$ cat src/rtl/trq_pkg.sv
package trq_pkg;

	// queue geometry (depth must be a power of two: indexes wrap by overflow)
	localparam int QUEUE_DEPTH  = 16;
	localparam int IDX_W        = $clog2(QUEUE_DEPTH);
	localparam int TYPE_BITS    = 4;
	localparam int ZOOM_BITS    = 5;
	localparam int PAYLOAD_BITS = 32;
	localparam int FILL_BITS    = 4;

	typedef logic [IDX_W-1:0] idx_t;

	// opcodes
	localparam logic [2:0] OP_ENQ   = 3'd0;
	localparam logic [2:0] OP_DEQ   = 3'd1;
	localparam logic [2:0] OP_PURGE = 3'd2;
	localparam logic [2:0] OP_QUERY = 3'd3;
	localparam logic [2:0] OP_CHK   = 3'd4;

	// result status codes
	localparam logic [1:0] ST_OK         = 2'd0;
	localparam logic [1:0] ST_FULL       = 2'd1;
	localparam logic [1:0] ST_EMPTY      = 2'd2;
	localparam logic [1:0] ST_SUPPRESSED = 2'd3;

	typedef struct packed {
		logic [2:0]              opcode;
		logic [TYPE_BITS-1:0]    entry_type;
		logic [ZOOM_BITS-1:0]    entry_zoom;
		logic [PAYLOAD_BITS-1:0] entry_payload;
		logic                    running_valid;
		logic [TYPE_BITS-1:0]    running_type;
		logic [ZOOM_BITS-1:0]    running_zoom;
	} cmd_t;

	typedef struct packed {
		logic [1:0]              status;
		logic [TYPE_BITS-1:0]    out_type;
		logic [ZOOM_BITS-1:0]    out_zoom;
		logic [PAYLOAD_BITS-1:0] out_payload;
		logic                    found;
		logic                    abort_request;
		logic [FILL_BITS-1:0]    fill_level;
	} result_t;

	typedef struct packed {
		logic [TYPE_BITS-1:0]    slot_type;
		logic [ZOOM_BITS-1:0]    slot_zoom;
		logic [PAYLOAD_BITS-1:0] slot_payload;
	} slot_t;

	function automatic idx_t idx_next(input idx_t i);
		return IDX_W'(i + IDX_W'(1));
	endfunction

endpackage

$ cat src/rtl/trq_ram.sv
module trq_ram #(
	parameter int WIDTH = 8,
	parameter int DEPTH = 16
) (
	input  logic                     clk,
	input  logic                     we,
	input  logic [$clog2(DEPTH)-1:0] waddr,
	input  logic [WIDTH-1:0]         wdata,
	input  logic [$clog2(DEPTH)-1:0] raddr,
	output logic [WIDTH-1:0]         rdata
);

	logic [WIDTH-1:0] mem_q [DEPTH];

	always_ff @(posedge clk) begin
		if (we) begin
			mem_q[waddr] <= wdata;
		end
		rdata <= mem_q[raddr];
	end

endmodule

$ cat src/rtl/task_ring_queue_with_purge_core.sv
// From accept to done: enqueue passes through S_PUSH and a non-empty dequeue
// through S_DEQ; empty dequeue, suppressed request and unknown opcode go to S_DONE;
// purge and query walk the queued slots in S_WALK, checked enqueue walks, then pushes.
// One command at a time: busy is high from accept until the command is through;
// the walk over the slot RAM reads one slot per cycle through its registered port.
// The result is shown for one cycle with done; the receiver cannot stall it.
// Reset (arst_n low, async): queue empty, map_type_q 0, slot contents left unset.
module task_ring_queue_with_purge_core (
	input  logic                                  clk,
	input  logic                                  arst_n,
	input  logic                                  start,
	output logic                                  busy,
	input  trq_pkg::cmd_t                         cmd,
	input  logic                                  cfg_valid,
	output logic                                  cfg_ready,
	input  logic [trq_pkg::TYPE_BITS-1:0]         cfg_data,
	output logic                                  done,
	output trq_pkg::result_t                      result
);

	import trq_pkg::*;

	typedef enum logic [2:0] {
		S_IDLE,
		S_PUSH,
		S_DEQ,
		S_WALK,
		S_DONE
	} state_t;

	state_t state_q;

	// queue pointers and walk pointers
	idx_t head_q, tail_q;
	idx_t rd_q, wr_q;
	logic pend_q;            // rdata holds the slot read last cycle

	logic [TYPE_BITS-1:0] map_type_q;
	logic [2:0]           op_q;

	// captured command payload
	logic [TYPE_BITS-1:0]    etype_q;
	logic [ZOOM_BITS-1:0]    ezoom_q;
	logic [PAYLOAD_BITS-1:0] epay_q;

	result_t result_q;
	logic    done_q;
	result_t res_init;       // result fields known at accept time

	// RAM port signals
	logic  ram_we;
	idx_t  ram_waddr, ram_raddr;
	slot_t ram_wdata, ram_rdata;

	logic accept;
	logic full;
	logic match;             // shared type comparator, used by every walk step
	logic purging;
	logic suppress_hit;
	logic dup_zoom;
	idx_t fill_cnt;

	assign accept    = start && (state_q == S_IDLE);
	assign busy      = (state_q != S_IDLE);
	assign cfg_ready = 1'b1;
	assign done      = done_q;
	assign result    = result_q;

	assign full     = (idx_next(tail_q) == head_q);
	assign match    = (ram_rdata.slot_type == etype_q);
	assign purging  = (op_q != OP_QUERY);
	assign fill_cnt = IDX_W'(tail_q - head_q);

	// checked enqueue hits the running map-image task of the same type
	assign suppress_hit = cmd.running_valid && (cmd.running_type == cmd.entry_type)
		&& (cmd.entry_type == map_type_q);
	// same zoom as the runner: duplicate request, dropped
	assign dup_zoom = suppress_hit && (cmd.entry_zoom == cmd.running_zoom);

	// status and abort flag that are settled at accept
	always_comb begin
		res_init = '0;
		if ((cmd.opcode == OP_DEQ) && (head_q == tail_q)) begin
			res_init.status = ST_EMPTY;
		end else if (cmd.opcode == OP_CHK) begin
			if (dup_zoom) begin
				res_init.status = ST_SUPPRESSED;
			end else begin
				res_init.abort_request = suppress_hit;
			end
		end
	end

	// RAM control: walk compacts survivors to wr_q; push writes at tail.
	// Idle reads head so a dequeue finds the slot ready in the next cycle.
	always_comb begin
		ram_we    = 1'b0;
		ram_waddr = tail_q;
		ram_wdata = '{slot_type: etype_q, slot_zoom: ezoom_q, slot_payload: epay_q};
		ram_raddr = head_q;
		unique case (state_q)
			S_WALK: begin
				ram_raddr = rd_q;
				ram_waddr = wr_q;
				ram_wdata = ram_rdata;
				ram_we    = pend_q && purging && !match;
			end
			S_PUSH: begin
				ram_we = !full;
			end
			default: begin
			end
		endcase
	end

	trq_ram #(
		.WIDTH($bits(slot_t)),
		.DEPTH(QUEUE_DEPTH)
	) u_slot_ram (
		.clk   (clk),
		.we    (ram_we),
		.waddr (ram_waddr),
		.wdata (ram_wdata),
		.raddr (ram_raddr),
		.rdata (ram_rdata)
	);

	// command payload, no reset needed
	always_ff @(posedge clk) begin
		if (accept) begin
			etype_q <= cmd.entry_type;
			ezoom_q <= cmd.entry_zoom;
			epay_q  <= cmd.entry_payload;
		end
	end

	// config register
	always_ff @(posedge clk or negedge arst_n) begin
		if (!arst_n) begin
			map_type_q <= '0;
		end else if (cfg_valid && cfg_ready) begin
			map_type_q <= cfg_data;
		end
	end

	// sequencer
	always_ff @(posedge clk or negedge arst_n) begin
		if (!arst_n) begin
			state_q  <= S_IDLE;
			head_q   <= '0;
			tail_q   <= '0;
			rd_q     <= '0;
			wr_q     <= '0;
			pend_q   <= 1'b0;
			op_q     <= OP_ENQ;
			result_q <= '0;
			done_q   <= 1'b0;
		end else begin
			done_q <= (state_q == S_DONE);
			unique case (state_q)
				S_IDLE: begin
					if (accept) begin
						op_q     <= cmd.opcode;
						result_q <= res_init;
						rd_q     <= head_q;
						wr_q     <= head_q;
						pend_q   <= 1'b0;
						unique case (cmd.opcode)
							OP_ENQ: begin
								state_q <= S_PUSH;
							end
							OP_DEQ: begin
								if (head_q == tail_q) begin
									state_q <= S_DONE;
								end else begin
									state_q <= S_DEQ;
								end
							end
							OP_PURGE, OP_QUERY: begin
								state_q <= S_WALK;
							end
							OP_CHK: begin
								if (dup_zoom) begin
									state_q <= S_DONE;
								end else begin
									state_q <= S_WALK;
								end
							end
							default: begin
								// unknown opcode: report fill only
								state_q <= S_DONE;
							end
						endcase
					end
				end
				S_PUSH: begin
					if (full) begin
						result_q.status <= ST_FULL;
					end else begin
						tail_q <= idx_next(tail_q);
					end
					state_q <= S_DONE;
				end
				S_DEQ: begin
					result_q.out_type    <= ram_rdata.slot_type;
					result_q.out_zoom    <= ram_rdata.slot_zoom;
					result_q.out_payload <= ram_rdata.slot_payload;
					head_q               <= idx_next(head_q);
					state_q              <= S_DONE;
				end
				S_WALK: begin
					// issue next read while the previous slot is checked
					if (rd_q != tail_q) begin
						rd_q   <= idx_next(rd_q);
						pend_q <= 1'b1;
					end else begin
						pend_q <= 1'b0;
					end
					if (pend_q) begin
						if (match) begin
							if (!purging) begin
								result_q.found <= 1'b1;
							end
						end else if (purging) begin
							wr_q <= idx_next(wr_q);
						end
					end
					if ((rd_q == tail_q) && !pend_q) begin
						if (purging) begin
							tail_q <= wr_q;
						end
						state_q <= (op_q == OP_CHK) ? S_PUSH : S_DONE;
					end
				end
				S_DONE: begin
					result_q.fill_level <= FILL_BITS'(fill_cnt);
					state_q             <= S_IDLE;
				end
				default: begin
					state_q <= S_IDLE;
				end
			endcase
		end
	end

endmodule

$ cat config.mk
export PLATFORM = sky130hd
export DESIGN_NAME = task_ring_queue_with_purge_core
export DESIGN_NICKNAME = d
export VERILOG_FILES = /design/src/rtl/trq_pkg.sv /design/src/rtl/trq_ram.sv /design/src/rtl/task_ring_queue_with_purge_core.sv
export SDC_FILE = /design/constraint.sdc
export NUM_CORES = 1
export LEC_CHECK = 0
export ABC_AREA = 0
export BUFFER_PORTS_ARGS = -buffer_cell sky130_fd_sc_hd__buf_2
export CAP_MARGIN = 20
export CORE_UTILIZATION = 56
export DETAILED_ROUTE_END_ITERATION = 6
export GPL_TIMING_DRIVEN = 0
export PLACE_DENSITY = 0.76
export SKIP_LAST_GASP = 1
export SYNTH_ARGS = -nofsm -noshare
export SYNTH_HDL_FRONTEND = slang
export SYNTH_SLANG_ARGS = --single-unit
$ cat constraint.sdc
create_clock -name clk -period 3.6 [get_ports clk]
set_input_delay 0.18 -clock clk [delete_from_list [all_inputs] [get_ports clk]]
set_output_delay 0.18 -clock clk [all_outputs]
set_load 0.1 [all_outputs]
# Yosys cells after proc, flatten, opt, wreduce, memory -nomap -nowiden
# Memory sizes are Yosys's and may differ from the RTL's. A register that Yosys moved wholly into a read port is not among the register bits.
# Cells that the tools add are included.
dict set report op_classes {
  n_addsub 5
  reduce_logical 31
  eq_ne 28
  muxes 42
}
# operator n
set ops {}
lappend ops {{$pmux W41 S2} 1}
lappend ops {{$mux W49} 1}
lappend ops {{$mux W41} 1}
lappend ops {{$mux W4} 10}
lappend ops {{$pmux W4 S2} 4}
lappend ops {{$eq A4 B4 Y1} 6}
lappend ops {{$ne A2 B2 Y1 const B} 10}
lappend ops {{$add A4 B1 Y4 const B} 4}
lappend ops {{$mux W3} 5}
lappend ops {{$eq A3 B2 Y1 const B} 4}
lappend ops {{$pmux W3 S4} 1}
lappend ops {{$mux W1} 10}
lappend ops {{$reduce_and A2 Y1} 5}
lappend ops {{$reduce_and A5 Y1} 2}
lappend ops {{$reduce_bool A2 Y1} 5}
lappend ops {{$eq A3 B3 Y1 const B} 3}
lappend ops {{$pmux W3 S3} 1}
lappend ops {{$logic_and A1 B1 Y1} 8}
lappend ops {{$mux W2} 4}
lappend ops {{$eq A3 B1 Y1 const B} 2}
lappend ops {{$logic_not A3 Y1} 2}
lappend ops {{$pmux W1 S2} 3}
lappend ops {{$reduce_and A3 Y1} 2}
lappend ops {{$eq A5 B5 Y1} 1}
lappend ops {{other kinds (8)} 11}
dict set report totals {
  out_inout_bits 52
  ram_bits 656
  memories 1
  wordCells 126
  ff_bits 118
  in_bits 62
}
# name words width rd rd_ports_with_merged_regs wr line
set memory_table {}
lappend memory_table {u_slot_ram.mem_q 16 41 1 1 1 trq_ram.sv:13} ;# logic [WIDTH-1:0] mem_q [DEPTH];

# Logic depth before layout (Yosys ltp)
dict set report depth {
  word_depth 9
  ltp_mapped 10
  ltp_nobuf 7
}

# By module
# Synthesis repeated with hierarchy kept, for this count alone.
dict set report unflattened {
  hier_cells 1667
  hier_area_um2 30991.0
}
# mod n_inst seq_area_each_um2 cells_per_inst area_each_um2
set by_module_without_submodules {}
lappend by_module_without_submodules {trq_ram 1 20519.7 1066 25369.3}
lappend by_module_without_submodules {task_ring_queue_with_purge_core 1 3158.0 601 5621.6}

# Worst setup path before layout
# OpenSTA, ideal clock, no wires.
dict set report synth_timing {
  path_kind {register to register}
  start {register state_q[2]}
  end {memory u_slot_ram.mem_q[12][0] (netlist bit) (enable)}
  t_required_ns 3.160
  period_less_slack_ns 3.853
  n_path_buf 2
  arrival_ns 3.413
  path_stages_with_launch 9
  setup_time_ns 0.440
  setup_slack_ns -0.253
  path_cell_list {dfrtp_1 -> and3b_1 -> buf_4 -> buf_6 -> nand2_1 -> a22o_1 -> o2bb2ai_2 -> o21ai_0 -> nor2_1}
}
dict set report synth_between {
  elab_chain_cells 4
  word_cells_on_any_way 6
  classes_between {eq/ne: 2; mux: 4}
}
# element line
set synth_lines {}
lappend synth_lines {{start: declaration} task_ring_queue_with_purge_core.sv:31} ;# state_t state_q;
lappend synth_lines {{start signal: assignment} task_ring_queue_with_purge_core.sv:232} ;# state_q <= (op_q == OP_CHK) ? S_PUSH : S_DONE;
lappend synth_lines {{$eq A3 B1 Y1 / $eq A3 B2 Y1 (equally long branches)} task_ring_queue_with_purge_core.sv:101} ;# unique case (state_q)
lappend synth_lines {{$pmux W1 S2} task_ring_queue_with_purge_core.sv:101}
lappend synth_lines {{$mux W1} trq_ram.sv:16} ;# if (we) begin
lappend synth_lines {{$mux W1 (not written as such)} trq_ram.sv:17} ;# mem_q[waddr] <= wdata;
lappend synth_lines {{end: declaration} trq_ram.sv:13}
# Parallel ways exist; a longest one is shown, timed or not.

==> flow_summary.yaml <==
outcome:
  outcome: "finished, final reports clean"
drt:
  drt_iter0_drc: 3154
  vias_per_cell: 6.418
  drc: 0
  wl_mm: 94.44
  drtAntennaViolNets: 0
  num_vias: 22379
  wl_per_cell_um: 27.08
  drt_pass1_iterations: 5
synthesis:
  avgSynthCellArea_um2: 13.60
  netlist_instances: 2374
  yosysTopAreaCell: "edfxtp_1"
  synth_fp_nets: 2444
  synth_edf_count: 697
  synth.distinct_cells: 72
  synth_area_leaders: "edfxtp_1 (65%), nand2_1 (7.0%), dfrtp_1 (6.0%), mux2i_1 (3.7%), nand3_1 (2.8%)"
  ys_ff_latch: 815
  synth_seq_area_share_pct: 73.34
  synth_area_mm2: 0.03228
  netlist.area_leader.share_pct: 64.83
  yosysWarnings: 0
  synthFlopType: "edfxtp_1"
  async_flop_share_pct: 9.448
die:
  pin_count: 114
  die_h_um: 242.1
  coreArea_mm2: 0.05671
  fp.dieW_um: 242.1
  rows: 87
  die-area_mm2: 0.05861
  initial_core_util_pct: 56.93
timing:
  slew_violations: 0
  max_slew_margin_pct: 20.24
  min_period_ns: 3.592
  fin_skew_ns: 0.02367
  period_share_pct: 99.77
  rsz0062_at_grt: "true"
  setup_ws_ns: 0.008451
  max_freq_ghz: 0.2784
  setup-tns-final_ns: 0
  tightest_slew_ns: 1.196
  hold_violations: 0
  final-setup-viol-count: 0
  hold_slack_ns: 0.04174
clock_network:
  path_clk_slew_ns: 0.06
  clkLatencyLatePin_ns: 0.64
  cts_tree: "done"
  htree_levels: 3
  numCtsBuffers: 81
  cts_sinks: 815
  cts-root-buf: "clkbuf_16"
  clk_path_buf_depth: 3
critical_path:
  cp-end-kind: "register"
  crit_arrival_ns: 3.95
  critPathKind: "reg2reg"
  r2r-start: "state_q[2]"
  cp-startpoint: "state_q[2]"
  critPathLaunchType: "register"
  cp_data_required_time_ns: 3.95
  cp_max_fo: 16
power_and_ir_drop:
  leakagePower_nw: 13.87
  p_int_mw: 19.90
  powerDensity_mw_per_mm2: 862.1
  ir_drop_v: 0.0006884
  p_comb_share_pct: 35.4
  p_clk_share_pct: 26.4
  totalPowerFinal_mw: 32.66
  switching_power_mw: 12.77
  seqPwrFrac_pct: 38.2
  swShare_pct: 39.09
global_routing:
  grt_max_degree: 42
  grt_pass1_wl_mm: 136.8
  antenna_found_initial: 1
  busiest_layer: "met2"
  grt_pass1_vias: 21816
  grt_usage_pct: 31.94
  grt_util_met3_pct: 6.525
  grt_use_met2_pct: 49.84
  met1_usage_pct: 42.20
  grt_overflow: 0
placed_design:
  gp_congestion: 0.9337
  hpwl_mm: 60.46
  preCtsSetupSlack_ns: -0.1558
  port_buffers: 112
finish:
  syn_to_final_growth_pct: 17.35
  antenna_cells: 0
  drive_above_1_share_pct: 14.87
  fin_nets: 2733
hold_path:
  hold_class: "in2reg"
  worstHoldStart: "cmd[5]"
run:
  maxCapViolCount: 0
-- sequential cells by signal (all words and copies together), names as in the netlist, 4 cells and up --
name / count
epay_q: 32
etype_q: 4
ezoom_q: 5
head_q: 4
map_type_q: 4
rd_q: 4
result: 49
tail_q: 4
u_slot_ram.mem_q: 656
u_slot_ram.rdata: 41
wr_q: 4
-- kinds of logic after synthesis --
group | after synthesis | share of synthesized area, %
simple gates | 870 | 11.34
flops | 815 | 73.34
compound gates | 368 | 7.759
buf+inv | 161 | 2.484
mux | 128 | 4.104
xor+xnor | 23 | 0.6240
fa+ha+maj | 8 | 0.3333
other cells | 1 | 0.01162
-- worst max-delay path: stages, from the launching register on --
cell,delay [ns]
dfrtp_1,0.45
nand3b_4,0.25
clkbuf_1,0.46
clkbuf_1,0.47
clkbuf_1,0.86
nand2_1,0.30
nand2_1,0.51
-- power by group through the flow --
stage                     Clock [mW]  Combinational, mW  Sequential (mW)
after global placement             0               10.6             12.6
after CTS                       8.63               11.2             12.4
final                           8.64               11.6             12.5
after global routing            8.99               12.1             12.5
after detailed placement           0               11.1             12.6
after floorplan                    0               5.81             14.1
-- Yosys cell counts, types with 3 or more instances --
master    instances
a211oi_1          7
a21oi_1         103
a221oi_1         74
a22oi_1          29
a311oi_1          5
a31oi_1          13
a32oi_1          23
and2_1            7
and3_1            7
buf_1             7
buf_2            65
buf_4            26
clkbuf_1         46
dfrtp_1          77
dfxtp_1          41
edfxtp_1        697
ha_1              7
inv_1            13
mux2_2            5
mux2i_1         120
nand2_1         601
nand3_1         178
nand4_1           7
nor2_1           34
nor2b_1           3
nor3_1           10
nor3b_1           6
o21a_1            5
o21ai_0          69
o21ai_1           9
o32a_1            4
or3_1             5
xnor2_1          14
xor2_1            9
-- through the flow --
step	area [um^2]	util (%)	cells
finish	37890	66.80	3487
global route	37890	66.80	3487
CTS	37820	66.69	3482
detailed placement	34400	60.66	3265
global placement	33790	59.58	3242
floorplan	32280	-	2374
-- final cells by class --
class,count,area [um^2]
Inverter,14,53.80
Fill cell,3781,18830
Clock inverter,39,394.1
Buffer,147,749.5
Multi-Input combinational cell,1399,7955
Timing Repair Buffer,205,1779
Sequential cell,815,23680
Clock buffer,112,2331
Tap cell,756,945.9
-- placed cells by master (no fill, tap or decap), types with 8 or more instances in the layout --
cell type / n
buf_12: 21
o21ai_1: 10
o21ai_0: 68
a21oi_1: 103
nand2_1: 601
dlygate4sd3_1: 55
bufinv_16: 8
dfrtp_1: 77
dfxtp_1: 41
edfxtp_1: 697
nand3_1: 178
nor2_1: 18
clkinv_1: 15
xor2_1: 9
mux2i_1: 120
clkbuf_16: 87
inv_1: 13
clkinv_2: 14
clkbuf_1: 65
a221oi_1: 74
xnor2_1: 14
a32oi_1: 23
nor3_1: 10
nor2_4: 17
buf_2: 179
a22oi_1: 29
buf_4: 33
a31oi_1: 10
-- path summary, 6_finish.rpt --
path                                           endpoint  slack (ns)  cells after the start
worst min register to register               result[13]        0.46                      2
worst min-delay path                          result[4]        0.04                      5
worst max register to register  u_slot_ram.mem_q[4][32]       0.008                      6
worst max-delay path            u_slot_ram.mem_q[4][32]       0.008                      6
max in group asynchronous                    result[22]        2.87                      3
min in group asynchronous                     tail_q[0]        0.10                      2
-- repair_timing --
item | CTS | global route
setup endpoints to repair | 202 | 131
pin swaps | 7 | 3
endpoints found under the hold margin | 111 | 0
buffers inserted | 11 | 1
hold buffers | 55 | 0
resized for setup | 0 | 4
gates cloned | 0 | 1
-- layer usage --
layer,routed length (um),vias up
li1,-,9398
met1,34000,10950
met2,43340,1710
met3,11710,319
met4,5377,2
met5,13,-
Note: power is estimated with default switching activity, not from simulation.
